[config.mk]
export PLATFORM = sky130hd
export DESIGN_NAME = dac_adc_command_frame_parser
export DESIGN_NICKNAME = d
export VERILOG_FILES = /design/src/hdl/dacfp_pkg.sv /design/src/hdl/dac_adc_command_frame_parser.sv
export SDC_FILE = /design/constraint.sdc
export NUM_CORES = 1
export LEC_CHECK = 0
export BUFFER_PORTS_ARGS = -buffer_cell sky130_fd_sc_hd__clkbuf_2
export CAP_MARGIN = 0
export CORE_ASPECT_RATIO = 0.8
export CORE_MARGIN = 3
export CORE_UTILIZATION = 55
export CTS_BUF_LIST = sky130_fd_sc_hd__clkbuf_2
export DETAILED_ROUTE_END_ITERATION = 10
export GPL_ROUTABILITY_DRIVEN = 0
export MAX_ROUTING_LAYER = met4
export PLACE_DENSITY_LB_ADDON = 0.05
export SYNTH_ARGS = -nofsm -noshare
export SYNTH_HDL_FRONTEND = slang
export SYNTH_SLANG_ARGS = --single-unit
[constraint.sdc]
create_clock -name clk -period 21.9 [get_ports clk]
set_input_delay 2.19 -clock clk [delete_from_list [all_inputs] [get_ports clk]]
set_output_delay 2.19 -clock clk [all_outputs]
set_load 0.02 [all_outputs]
[src/hdl/dacfp_pkg.sv]
// Constants shared by the DAC/ADC command frame parser: frame markers, type codes and lengths.
// No dependencies.
package dacfp_pkg;

  localparam logic [7:0]  HDR_BYTE    = 8'h69;
  localparam logic [7:0]  TAIL_BYTE   = 8'h96;
  localparam logic [15:0] STALE_RESET = 16'd1000;

  // Frame type codes carried in the second byte of a frame.
  localparam logic [7:0] TYPE_DAC_REPORT = 8'd0;
  localparam logic [7:0] TYPE_DAC_ONLY   = 8'd1;
  localparam logic [7:0] TYPE_PERIOD     = 8'd2;

  // Frame lengths in bytes, header and tail included.
  localparam int unsigned LEN_DAC    = 7;
  localparam int unsigned LEN_PERIOD = 4;

  // Only the first seven bytes of a frame are ever looked at.
  localparam int unsigned FRAME_KEEP = 7;

  // Configuration register indexes.
  localparam logic REG_STALE_LIMIT = 1'b0;

endpackage

[src/hdl/dac_adc_command_frame_parser.sv]
// Top level of the DAC/ADC command frame parser: input stage, frame decode and result register.
// Depends on dacfp_pkg.
//
//  channel   | dir | handshake               | payload
//  ----------+-----+-------------------------+------------------------------------------------
//  s_axis    | in  | s_tvalid / s_tready     | tuser: op; tdata: rx_byte, adc_first, adc_second
//  m_axis    | out | m_tvalid / m_tready     | tuser: dac_valid, report_valid; tdata: dac and
//            |     |                         | report words
//  apb       | in  | psel/penable/pwrite     | stale_limit_ms at byte address 0
//
// A beat accepted from s_axis is held in the input register while the decode logic works
// on it, and its result is loaded into the result register when the beat moves on; it is
// taken from there. The decode is short: an increment, a subtract and a compare on the tick
// path, and a subtract, a compare and a small byte select on the byte path. A new beat can
// be accepted every cycle while the result side keeps up.
// Reset is synchronous; it clears the time counts, the frame byte count, the report period
// and both valid flags, and restores the stale limit to 1000 ms.
// When the result register is full and not taken, the input register holds its beat and
// s_tready falls, so stalls propagate back one beat at a time without loss.
module dac_adc_command_frame_parser #(
  parameter int unsigned MAX_FRAME_BYTES = 7
) (
  input  logic        clk,
  input  logic        rst,
  // Input stream.
  input  logic        s_tvalid,
  output logic        s_tready,
  input  logic [31:0] s_tdata,   // [7:0] rx_byte, [19:8] adc_first, [31:20] adc_second
  input  logic [0:0]  s_tuser,   // [0] op: 0 received byte, 1 millisecond tick
  // Result stream.
  output logic        m_tvalid,
  input  logic        m_tready,
  output logic [87:0] m_tdata,   // [15:0] dac_first, [31:16] dac_second, [63:32] report_time,
                                 // [75:64] report_adc_first, [87:76] report_adc_second
  output logic [1:0]  m_tuser,   // [0] dac_valid, [1] report_valid
  // Configuration port.
  input  logic        psel,
  input  logic        penable,
  input  logic        pwrite,
  input  logic [2:0]  paddr,
  input  logic [31:0] pwdata,
  output logic [31:0] prdata,
  output logic        pready
);
  import dacfp_pkg::*;

  localparam int unsigned CW = $clog2(MAX_FRAME_BYTES + 1);

  // Configuration.
  logic [15:0] stale_limit_ms;

  // Parser state.
  logic [31:0] time_ms;
  logic [31:0] last_byte_time;
  logic [31:0] last_sample_time;
  logic [7:0]  sample_period;
  logic [CW-1:0] byte_count;
  logic [7:0]  frame_bytes [FRAME_KEEP];

  // Input register.
  logic        stg_valid;
  logic        stg_op;
  logic [7:0]  stg_byte;
  logic [11:0] stg_adc_first;
  logic [11:0] stg_adc_second;

  logic adv;

  // The staged beat moves on whenever the result register is free or being emptied.
  assign adv      = stg_valid && (!m_tvalid || m_tready);
  assign s_tready = !stg_valid || adv;

  always_ff @(posedge clk) begin
    if (rst) begin
      stg_valid <= 1'b0;
    end else if (s_tready) begin
      stg_valid <= s_tvalid;
    end
    if (s_tvalid && s_tready) begin
      stg_op         <= s_tuser[0];
      stg_byte       <= s_tdata[7:0];
      stg_adc_first  <= s_tdata[19:8];
      stg_adc_second <= s_tdata[31:20];
    end
  end

  // Configuration port: paddr[2] selects the register; the low two address bits are ignored.
  assign pready = 1'b1;
  assign prdata = (paddr[2] == REG_STALE_LIMIT) ? {16'd0, stale_limit_ms} : 32'd0;

  always_ff @(posedge clk) begin
    if (rst) begin
      stale_limit_ms <= STALE_RESET;
    end else if (psel && penable && pwrite && pready && paddr[2] == REG_STALE_LIMIT) begin
      stale_limit_ms <= pwdata[15:0];
    end
  end

  // Tick path: advance the clock and check whether a timed report is due.
  logic [31:0] time_inc;
  logic [31:0] since_sample;
  logic        report_due;

  assign time_inc     = time_ms + 32'd1;
  assign since_sample = time_inc - last_sample_time;
  assign report_due   = (sample_period != 8'd0) && (since_sample >= {24'd0, sample_period});

  // Byte path: drop a stale partial frame, wrap a full buffer, then store the byte.
  logic [31:0]   since_byte;
  logic          stale;
  logic [CW-1:0] cnt0;
  logic [CW-1:0] idx;
  logic [CW-1:0] cnt1;
  logic [7:0]    nb [FRAME_KEEP];
  logic [7:0]    ftype;
  logic          type_ok;
  logic [CW-1:0] flen;
  logic [7:0]    tail;
  logic          complete;
  logic          tail_ok;

  assign since_byte = time_ms - last_byte_time;
  assign stale      = since_byte > {16'd0, stale_limit_ms};
  assign cnt0       = stale ? '0 : byte_count;
  assign idx        = (cnt0 >= CW'(MAX_FRAME_BYTES)) ? '0 : cnt0;
  assign cnt1       = idx + CW'(1);

  // View of the buffer with the new byte already in place.
  always_comb begin
    for (int i = 0; i < FRAME_KEEP; i++) begin
      nb[i] = (idx == CW'(i)) ? stg_byte : frame_bytes[i];
    end
  end

  assign ftype    = nb[1];
  assign type_ok  = (ftype == TYPE_DAC_REPORT) || (ftype == TYPE_DAC_ONLY) ||
                    (ftype == TYPE_PERIOD);
  assign flen     = (ftype == TYPE_PERIOD) ? CW'(LEN_PERIOD) : CW'(LEN_DAC);
  assign tail     = (ftype == TYPE_PERIOD) ? nb[LEN_PERIOD-1] : nb[LEN_DAC-1];
  assign complete = (cnt1 >= CW'(2)) && type_ok && (cnt1 >= flen);
  assign tail_ok  = (tail == TAIL_BYTE);

  // Next state and result of the staged beat.
  logic [CW-1:0] byte_count_next;
  logic [7:0]    sample_period_next;
  logic          dac_emit;
  logic          rep_emit;

  always_comb begin
    byte_count_next    = byte_count;
    sample_period_next = sample_period;
    dac_emit           = 1'b0;
    rep_emit           = 1'b0;
    if (stg_op) begin
      rep_emit = report_due;
    end else if (nb[0] != HDR_BYTE) begin
      byte_count_next = '0;
    end else if (cnt1 >= CW'(2) && !type_ok) begin
      byte_count_next = '0;
    end else if (complete) begin
      byte_count_next = '0;
      if (tail_ok) begin
        case (ftype)
          TYPE_PERIOD: begin
            sample_period_next = nb[2];
          end
          TYPE_DAC_REPORT: begin
            dac_emit = 1'b1;
            rep_emit = 1'b1;
          end
          default: begin
            dac_emit = 1'b1;
          end
        endcase
      end
    end else begin
      byte_count_next = cnt1;
    end
  end

  always_ff @(posedge clk) begin
    if (rst) begin
      time_ms          <= 32'd0;
      last_byte_time   <= 32'd0;
      last_sample_time <= 32'd0;
      sample_period    <= 8'd0;
      byte_count       <= '0;
    end else if (adv) begin
      byte_count    <= byte_count_next;
      sample_period <= sample_period_next;
      if (stg_op) begin
        time_ms <= time_inc;
        if (report_due) begin
          last_sample_time <= time_inc;
        end
      end else begin
        last_byte_time <= time_ms;
      end
    end
  end

  // The frame buffer has no reset: every entry is written before it is read.
  always_ff @(posedge clk) begin
    if (adv && !stg_op) begin
      for (int i = 0; i < FRAME_KEEP; i++) begin
        if (idx == CW'(i)) begin
          frame_bytes[i] <= stg_byte;
        end
      end
    end
  end

  // Result register. The report time is the count after any tick of this beat.
  always_ff @(posedge clk) begin
    if (rst) begin
      m_tvalid <= 1'b0;
    end else if (adv) begin
      m_tvalid <= dac_emit || rep_emit;
    end else if (m_tready) begin
      m_tvalid <= 1'b0;
    end
    if (adv) begin
      m_tuser          <= {rep_emit, dac_emit};
      m_tdata[15:0]    <= dac_emit ? {nb[3], nb[2]} : 16'd0;
      m_tdata[31:16]   <= dac_emit ? {nb[5], nb[4]} : 16'd0;
      m_tdata[63:32]   <= rep_emit ? (stg_op ? time_inc : time_ms) : 32'd0;
      m_tdata[75:64]   <= rep_emit ? stg_adc_first : 12'd0;
      m_tdata[87:76]   <= rep_emit ? stg_adc_second : 12'd0;
    end
  end

`ifndef SYNTH
  // The byte count is always cleared on reaching a full frame.
  a_count_bound: assert property (@(posedge clk) disable iff (rst)
    byte_count < CW'(FRAME_KEEP))
    else $error("byte count reached a full frame without being cleared");

  // A result in the output register always carries at least one valid flag.
  a_result_flag: assert property (@(posedge clk) disable iff (rst)
    m_tvalid |-> (m_tuser != 2'b00))
    else $error("result beat with neither dac_valid nor report_valid");

  // A tick advances the millisecond count by exactly one.
  a_tick_inc: assert property (@(posedge clk) disable iff (rst)
    (adv && stg_op) |=> (time_ms == $past(time_ms) + 32'd1))
    else $error("tick did not advance time_ms by one");

  // A byte records the current time as its arrival time.
  a_byte_time: assert property (@(posedge clk) disable iff (rst)
    (adv && !stg_op) |=> (last_byte_time == time_ms))
    else $error("byte arrival time not recorded");

  // A timed report never appears while auto-reporting is off.
  a_no_timed_report: assert property (@(posedge clk) disable iff (rst)
    (adv && stg_op && sample_period == 8'd0) |=> !m_tvalid)
    else $error("timed report with auto-reporting disabled");
`endif

endmodule

==> results of run 1 <==
## cells in the mapped netlist, types with 5 or more instances
cell / number / area, um^2
o21a_1: 15 / 112.6
nand2b_1: 20 / 125.1
nand2_1: 228 / 855.8
and2_1: 12 / 75.07
a21oi_1: 142 / 710.7
buf_1: 10 / 37.54
nor3_1: 56 / 280.3
nand4_1: 31 / 193.9
mux2_2: 14 / 157.7
edfxtp_1: 179 / 5375
nor2_1: 154 / 578.1
nor3b_1: 8 / 60.06
buf_2: 27 / 135.1
inv_1: 125 / 469.2
o21ai_0: 74 / 370.4
nor2b_1: 14 / 87.58
and3_1: 15 / 93.84
a31oi_1: 36 / 225.2
buf_4: 22 / 165.2
nand3_1: 83 / 415.4
xnor2_1: 48 / 420.4
a211oi_1: 42 / 315.3
ha_1: 95 / 1189
xor2_1: 61 / 534.3
a221o_1: 5 / 50.05
dfxtp_1: 125 / 2502
nor4_1: 42 / 262.8
o21ai_1: 8 / 40.04
o211ai_1: 21 / 157.7
a21boi_0: 7 / 52.55
o2111ai_1: 6 / 52.55
mux2i_1: 25 / 250.2
or3_1: 17 / 106.4
clkbuf_1: 91 / 341.6
a21o_1: 16 / 120.1
## how the worst max path moves through the flow
stage | start | to | slack (ps) | cells after the start
2_1_floorplan | time_ms[0] | m_tdata[35] | 14660 | 35
3_3_place_gp | time_ms[0] | m_tdata[62] | 13120 | 34
3_5_place_dp | time_ms[0] | m_tdata[42] | 12990 | 34
4_1_cts | time_ms[0] | m_tdata[44] | 12920 | 34
5_1_grt | time_ms[0] | m_tdata[62] | 12230 | 34
6_report | time_ms[0] | m_tdata[62] | 12690 | 34
## per-stage QoR
step | hold slack (ps) | area (um^2) | setup slack (ps)
2_1_floorplan | 436.3 | 17910 | 14660
3_3_place_gp | 442.0 | 18730 | 13120
3_5_place_dp | 447.0 | 18730 | 12990
4_1_cts | 460.6 | 19480 | 12920
5_1_grt | 483.0 | 19480 | 12230
6_report | 458.6 | 19480 | 12690
## tightest hold or removal path: cells and delay by family, from the launching register on
family / cells / cell delay [ps]
DFF: 1 / 320
and+or+nand+nor: 1 / 50
AOI/OAI and AO/OA: 1 / 50
## power by group through the flow
stage	sequential [uW]	combinational [uW]	clock, uW
after floorplan	641	45.6	0
after global placement	635	78.1	0
after detailed placement	635	78.9	0
after CTS	622	79.2	418
after global routing	624	86.1	447
final	622	79.7	404
## flip-flops by register name, indices dropped and copies added (netlist names)
name	flops
m_tdata	88
frame_bytes	56
last_byte_time	32
last_sample_time	32
time_ms	32
stale_limit_ms	16
stg_adc_first	12
stg_adc_second	12
sample_period	8
stg_byte	8
byte_count	3
m_tuser	2
m_tvalid	1
stg_op	1
stg_valid	1
## cells by family (layout without fill, tap and decap cells)
group           after synthesis  count (layout)  synth area share (%)
compound gates              429             429                 15.32
xor+xnor                    110             110                 5.473
fa+ha+maj                    97              97                 6.881
buf+inv                     279             449                 6.559
flops                       304             304                 44.12
mux                          41              41                 2.445
other cells                   2              18               0.04206
simple gates                712             712                 19.16
## metal layers
| layer | global-route usage, % | part of all wire [%] | vias up |
|---|---|---|---|
| li1 | - | - | 7336 |
| met5 | - | 0 | - |
| met2 | 40.49 | 44 | 588 |
| met4 | 6.844 | 1.8 | 0 |
| met3 | 5.132 | 7.1 | 71 |
| met1 | 39.13 | 47 | 7190 |
## cell type report
cell class | count | area (um^2)
antenna | 1 | 2.502
multi-input combinational | 1406 | 8900
fill | 2787 | 12230
sequential | 304 | 7878
tap | 420 | 525.5
inverter | 128 | 483.0
clock inverter | 25 | 171.4
timing repair buffer | 180 | 943.4
clock buffer | 116 | 580.6
==> flow_summary_export.csv, run 1 <==
group,metric,value,unit
outcome,status,"finished clean",
timing,rsz0062_at_grt,"no",
floorplan,rows,58,
detailed_routing,dr.pass1.iters,6,
timing,report.final.setup_viol,0,
final_layout,layout-drive-gt1-share,15.89,%
power,finalPower,1106,uW
clock_network,clk_pin_slew,100,ps
logic_synthesis,synth-seq-area-share,44.12,%
power,cellPowerDensity,56.74,mW/mm^2
worst_hold_path,holdPathStages,2,
placement,dp.cells,2438,
timing,fin_tns_setup,0,ps
timing,fin_skew,63.09,ps
worst_setup_path,arrival,9840,ps
detailed_routing,ant_nets,0,
logic_synthesis,synth.cell_area,0.01786,mm^2
detailed_routing,wirelength,47.33,mm
clock_network,post-cts-setup-buffers,0,
power,internal_power,802.9,uW
detailed_routing,num_vias,15190,
final_layout,final_cell_mix,"279 x clkbuf_2, 228 x nand2_1, 179 x edfxtp_1, 152 x nor2_1, 141 x a21oi_1",
worst_setup_path,cp-start-kind,"register",
worst_setup_path,cp_top_family,"compound AO/OA/AOI/OAI gates",
global_route,grt_max_degree,84,
logic_synthesis,synth_ff_type,"edfxtp_1",
final_layout,instances_no_fill,2580,
timing,maxSlewHeadroom,18.23,%
detailed_routing,drc,0,
clock_network,cts-root-buf,"clkbuf_2",
worst_setup_path,reg2reg_from,"time_ms[0]",
clock_network,cts_buffers,76,
worst_setup_path,crit_buf_inv,4,
worst_setup_path,crit_path_end_kind,"register",
worst_setup_path,worst_r2r_endpoint,"m_tdata[62]",
logic_synthesis,ys_ff_latch,304,
floorplan,die_x,207.5,um
logic_synthesis,yosys_warnings,0,
global_route,grt_antenna_before_repair,2,
floorplan,die_area,0.03468,mm^2
worst_setup_path,crit_path_max_incr_delay,610,ps
final_layout,syn2layout_area_growth,9.116,%
clock_network,htreeDepth,3,
power,p_comb_share,7.2,%
power,seqPwrFrac,56.3,%
power,leakage,0.007643,uW
worst_hold_path,hold_end,"last_byte_time[7]",
power,clockPowerShare,36.5,%
floorplan,pin_count,200,
logic_synthesis,synth.distinct_cells,89,
global_route,grt_overflow,0,
logic_synthesis,synth.avg_cell_area,9.046,um^2
worst_setup_path,r2r_setup_slack,12690,ps
clock_network,holdBufCountCts,0,
worst_setup_path,crit_path_max_fanout,32,
worst_setup_path,worst_ep_required_time,22530,ps
timing,fmax,0.1085,GHz
placement,portBuffers,164,
detailed_routing,first_iter_violations,1420,
timing,fin_crit,9214,ps
global_route,grt_use_total,27.37,%
run,cap_violations,0,
logic_synthesis,synth-edff-count,179,
power,p_switching,302.6,uW
worst_setup_path,crit_slowest_cell,"dfxtp_1",
timing,period_share,42.07,%
timing,finalMaxSlewViolations,0,
timing,finalHoldViolations,0,
logic_synthesis,synthArstFlopShare,0,%
placement,dpl.hpwl,32.96,mm
detailed_routing,wl_per_cell,18.34,um
worst_setup_path,cp_common_cell,"ha_1",
power,switching_share,27.37,%
worst_hold_path,holdCritStartpoint,"last_byte_time[7]",
worst_setup_path,reg2reg_depth,34,
clock_network,clock_latency,910,ps
floorplan,core,0.03171,mm^2
final_layout,post-route-util,61.44,%
worst_hold_path,hp-class,"reg -> reg",
clock_network,cts_tree,"done",
global_route,grt_pass1_vias,14030,
clock_network,postCtsResizedCells,0,
floorplan,initial_core_util,56.30,%
global_route,grt_pass1_wl,75.63,mm
clock_network,cts_buffer_depth,3,
final_layout,final_common_cell,"clkbuf_2",
clock_network,clock_sinks,304,
floorplan,die_y,167.2,um
detailed_routing,viasPerCell,5.886,
worst_setup_path,path_class,"reg -> reg",
timing,worst_pin_slew,1224,ps
final_layout,fin_nets,2268,
power,vdd_drop_max,0.03552,mV
logic_synthesis,postSynthCellCount,1974,
Note: power is estimated with default switching activity, not from simulation.
==> run 2, diff against run 1 <==
--- a/config.mk
+++ b/config.mk
@@ -5,6 +5,7 @@
 export SDC_FILE = /design/constraint.sdc
 export NUM_CORES = 1
 export LEC_CHECK = 0
+export ABC_AREA = 1
 export BUFFER_PORTS_ARGS = -buffer_cell sky130_fd_sc_hd__clkbuf_2
 export CAP_MARGIN = 0
 export CORE_ASPECT_RATIO = 0.8
==> constraint.sdc (replaced) <==
create_clock -name clk -period 9.51 [get_ports clk]
set_input_delay 0.951 -clock clk [delete_from_list [all_inputs] [get_ports clk]]
set_output_delay 0.951 -clock clk [all_outputs]
set_load 0.02 [all_outputs]
==> run 2 against run 1 <==
Sequential cell count unchanged. Synthesized area decreased by 0.52%. Sequential power increased by 130%. Register-to-register slack got worse by 10000 ps. Critical path depth increased by 8. Combinational power increased to 8.9 times the previous value. Clock power increased by 110%. Largest power group unchanged. Highest routed layer unchanged.
==> flow_summary_export.csv, run 2 <==
group,metric,value,unit
final_layout,final_cell_mix,"422 x nand2_1, 406 x inv_1, 270 x clkbuf_2, 197 x nor2_1, 179 x edfxtp_1",
final_layout,fin_nets,2560,
global_route,grt_overflow,0,
logic_synthesis,synth-edff-count,179,
clock_network,holdBufCountCts,0,
detailed_routing,wl_per_cell,14.94,um
clock_network,post-cts-setup-buffers,0,
power,leakage,0.009278,uW
logic_synthesis,synth.distinct_cells,52,
final_layout,final_common_cell,"nand2_1",
power,p_comb_share,23.5,%
placement,dp.cells,2731,
timing,fin_tns_setup,0,ps
worst_setup_path,cp_common_cell,"nand2_1",
final_layout,post-route-util,61.57,%
worst_setup_path,worst_r2r_endpoint,"m_tdata[55]",
worst_setup_path,reg2reg_depth,42,
worst_setup_path,path_class,"reg -> reg",
logic_synthesis,yosys.area.top_type_share,30.26,%
worst_hold_path,hold_end,"stg_adc_first[1]",
clock_network,postCtsResizedCells,0,
worst_setup_path,cp-start-kind,"register",
power,switching_share,34.00,%
worst_hold_path,holdCritStartpoint,"s_tdata[9]",
floorplan,rows,58,
power,cellPowerDensity,155.0,mW/mm^2
worst_hold_path,holdPathStages,1,
clock_network,clock_latency,920,ps
final_layout,regMostFlops,"m_tdata",
timing,fmax,0.1393,GHz
detailed_routing,viasPerCell,5.106,
logic_synthesis,ys_ff_latch,304,
power,internal_power,1993,uW
final_layout,seqCellArea,0.007878,mm^2
worst_setup_path,arrival,7790,ps
timing,report.final.setup_viol,0,
worst_setup_path,crit_path_max_incr_delay,650,ps
clock_network,cts_buffer_depth,3,
final_layout,multi_input_comb_area,0.007931,mm^2
final_layout,num-fill-cells,2928,
floorplan,die_area,0.03450,mm^2
logic_synthesis,synth_ff_type,"edfxtp_1",
logic_synthesis,postSynthCellCount,2197,
global_route,grt_use_total,25.94,%
worst_setup_path,crit_slowest_cell,"inv_4",
floorplan,initial_core_util,56.14,%
timing,fin_skew,85.35,ps
timing,worst_pin_slew,1171,ps
floorplan,die_y,166.7,um
detailed_routing,first_iter_violations,1044,
clock_network,htreeDepth,3,
logic_synthesis,yosysMostFrequentCell,"nand2_1",
outcome,status,"finished clean",
detailed_routing,wirelength,42.80,mm
clock_network,cts_tree,"done",
global_route,grt_pass1_wl,70.08,mm
worst_setup_path,worst_ep_required_time,10120,ps
detailed_routing,dr.pass1.iters,7,
logic_synthesis,synth.cell_area,0.01776,mm^2
worst_setup_path,crit_path_end_kind,"register",
global_route,grt_antenna_before_repair,1,
timing,fin_crit,7179,ps
final_layout,instances_no_fill,2865,
worst_setup_path,r2r_setup_slack,2330,ps
placement,dpl.hpwl,31.81,mm
final_layout,largest_register_ffs,88,
power,seqPwrFrac,48.3,%
logic_synthesis,synthArstFlopShare,0,%
power,vdd_drop_max,0.1254,mV
logic_synthesis,yosys-top-cells-area,"edfxtp_1 30%, dfxtp_1 14%, nand2_1 8.9%",
clock_network,cts-root-buf,"clkbuf_2",
timing,rsz0062_at_grt,"no",
global_route,grt_max_degree,69,
worst_setup_path,reg2reg_from,"time_ms[0]",
floorplan,core,0.03164,mm^2
floorplan,pin_count,200,
clock_network,clk_pin_slew,110,ps
floorplan,die_x,206.9,um
global_route,grt_pass1_vias,13850,
power,clockPowerShare,28.3,%
timing,maxSlewHeadroom,21.76,%
worst_setup_path,crit_path_max_fanout,40,
logic_synthesis,synth-seq-area-share,44.35,%
placement,portBuffers,164,
final_layout,layout-drive-gt1-share,16.01,%
power,p_switching,1027,uW
timing,finalHoldViolations,0,
run,cap_violations,0,
final_layout,largest_registers,"m_tdata x88, frame_bytes x56",
clock_network,cts_buffers,75,
timing,period_share,75.49,%
detailed_routing,num_vias,14630,
logic_synthesis,yosys_warnings,0,
logic_synthesis,synth.avg_cell_area,8.085,um^2
detailed_routing,ant_nets,0,
logic_synthesis,synth_common_cells,"422 x nand2_1, 407 x inv_1, 198 x nor2_1",
worst_hold_path,hp-class,"in -> reg",
worst_setup_path,crit_buf_inv,8,
timing,finalMaxSlewViolations,0,
detailed_routing,drc,0,
clock_network,clock_sinks,304,
logic_synthesis,yosysTopAreaCell,"edfxtp_1",
worst_setup_path,cp_top_family,"simple AND/OR/NAND/NOR gates",
final_layout,syn2layout_area_growth,9.671,%
## run 2: worst register-to-register path, delay by kind of cell, from the launching register on
family                   cells  cell delay, ps
buffers and inverters        8            1870
AND/OR/NAND/NOR             26            2580
AO/OA/AOI/OAI                2             270
XOR/XNOR                     1              90
adder cells (fa/ha/maj)      5            1600
flip-flops                   1             480
## run 2: worst max-delay path by stage
stage             endpoint        from  depth (start not counted)
2_1_floorplan  m_tdata[48]  time_ms[0]                         43
3_3_place_gp   m_tdata[60]  time_ms[0]                         43
3_5_place_dp   m_tdata[58]  time_ms[0]                         42
4_1_cts        m_tdata[55]  time_ms[0]                         42
5_1_grt        m_tdata[54]  time_ms[0]                         42
6_report       m_tdata[55]  time_ms[0]                         42
## run 2: kinds of logic after synthesis
| family | after synthesis | share of synthesized area [%] |
|---|---|---|
| muxes | 3 | 0.1691 |
| adders and majority gates | 97 | 6.917 |
| AOI/OAI and AO/OA | 383 | 11.80 |
| and+or+nand+nor | 842 | 21.89 |
| other | 2 | 0.04228 |
| xor gates and xnor gates | 71 | 3.501 |
| DFF | 304 | 44.35 |
| buffers and inverters | 495 | 11.33 |
## run 2: cell type report
type,count,area share (%)
Antenna cell,3,0.03854
Sequential cell,304,40.44
Multi-Input combinational cell,1413,40.71
Inverter,419,8.099
Tap cell,420,2.697
Timing Repair Buffer,175,4.637
Clock buffer,106,2.723
Clock inverter,25,0.6551
## run 2: routing by layer
layer  GRT usage (%)  share of wire [%]  vias to the layer above
li1                -                  -                     7480
met4           7.061                1.9                        0
met2           36.54                 42                      468
met5               -                  0                        -
met1           37.43                 48                     6616
met3           6.293                8.0                       64
## run 2: stage by stage
step	power (uW)	area (um^2)	setup WS [ps]	hold WS, ps
after global placement	2171	18820	2601	445.3
after floorplan	2015	17820	4217	433.1
final	3020	19480	2331	243.6
after CTS	3043	19470	2297	156.3
after global routing	3230	19480	1588	131.0
after detailed placement	2184	18820	2414	450.8
## run 2: power by group through the flow
stage	combinational [uW]	sequential (uW)	clock (uW)
2_1_floorplan	528	1490	0
3_3_place_gp	684	1490	0
3_5_place_dp	696	1490	0
4_1_cts	701	1460	884
5_1_grt	811	1460	956
6_report	709	1460	854
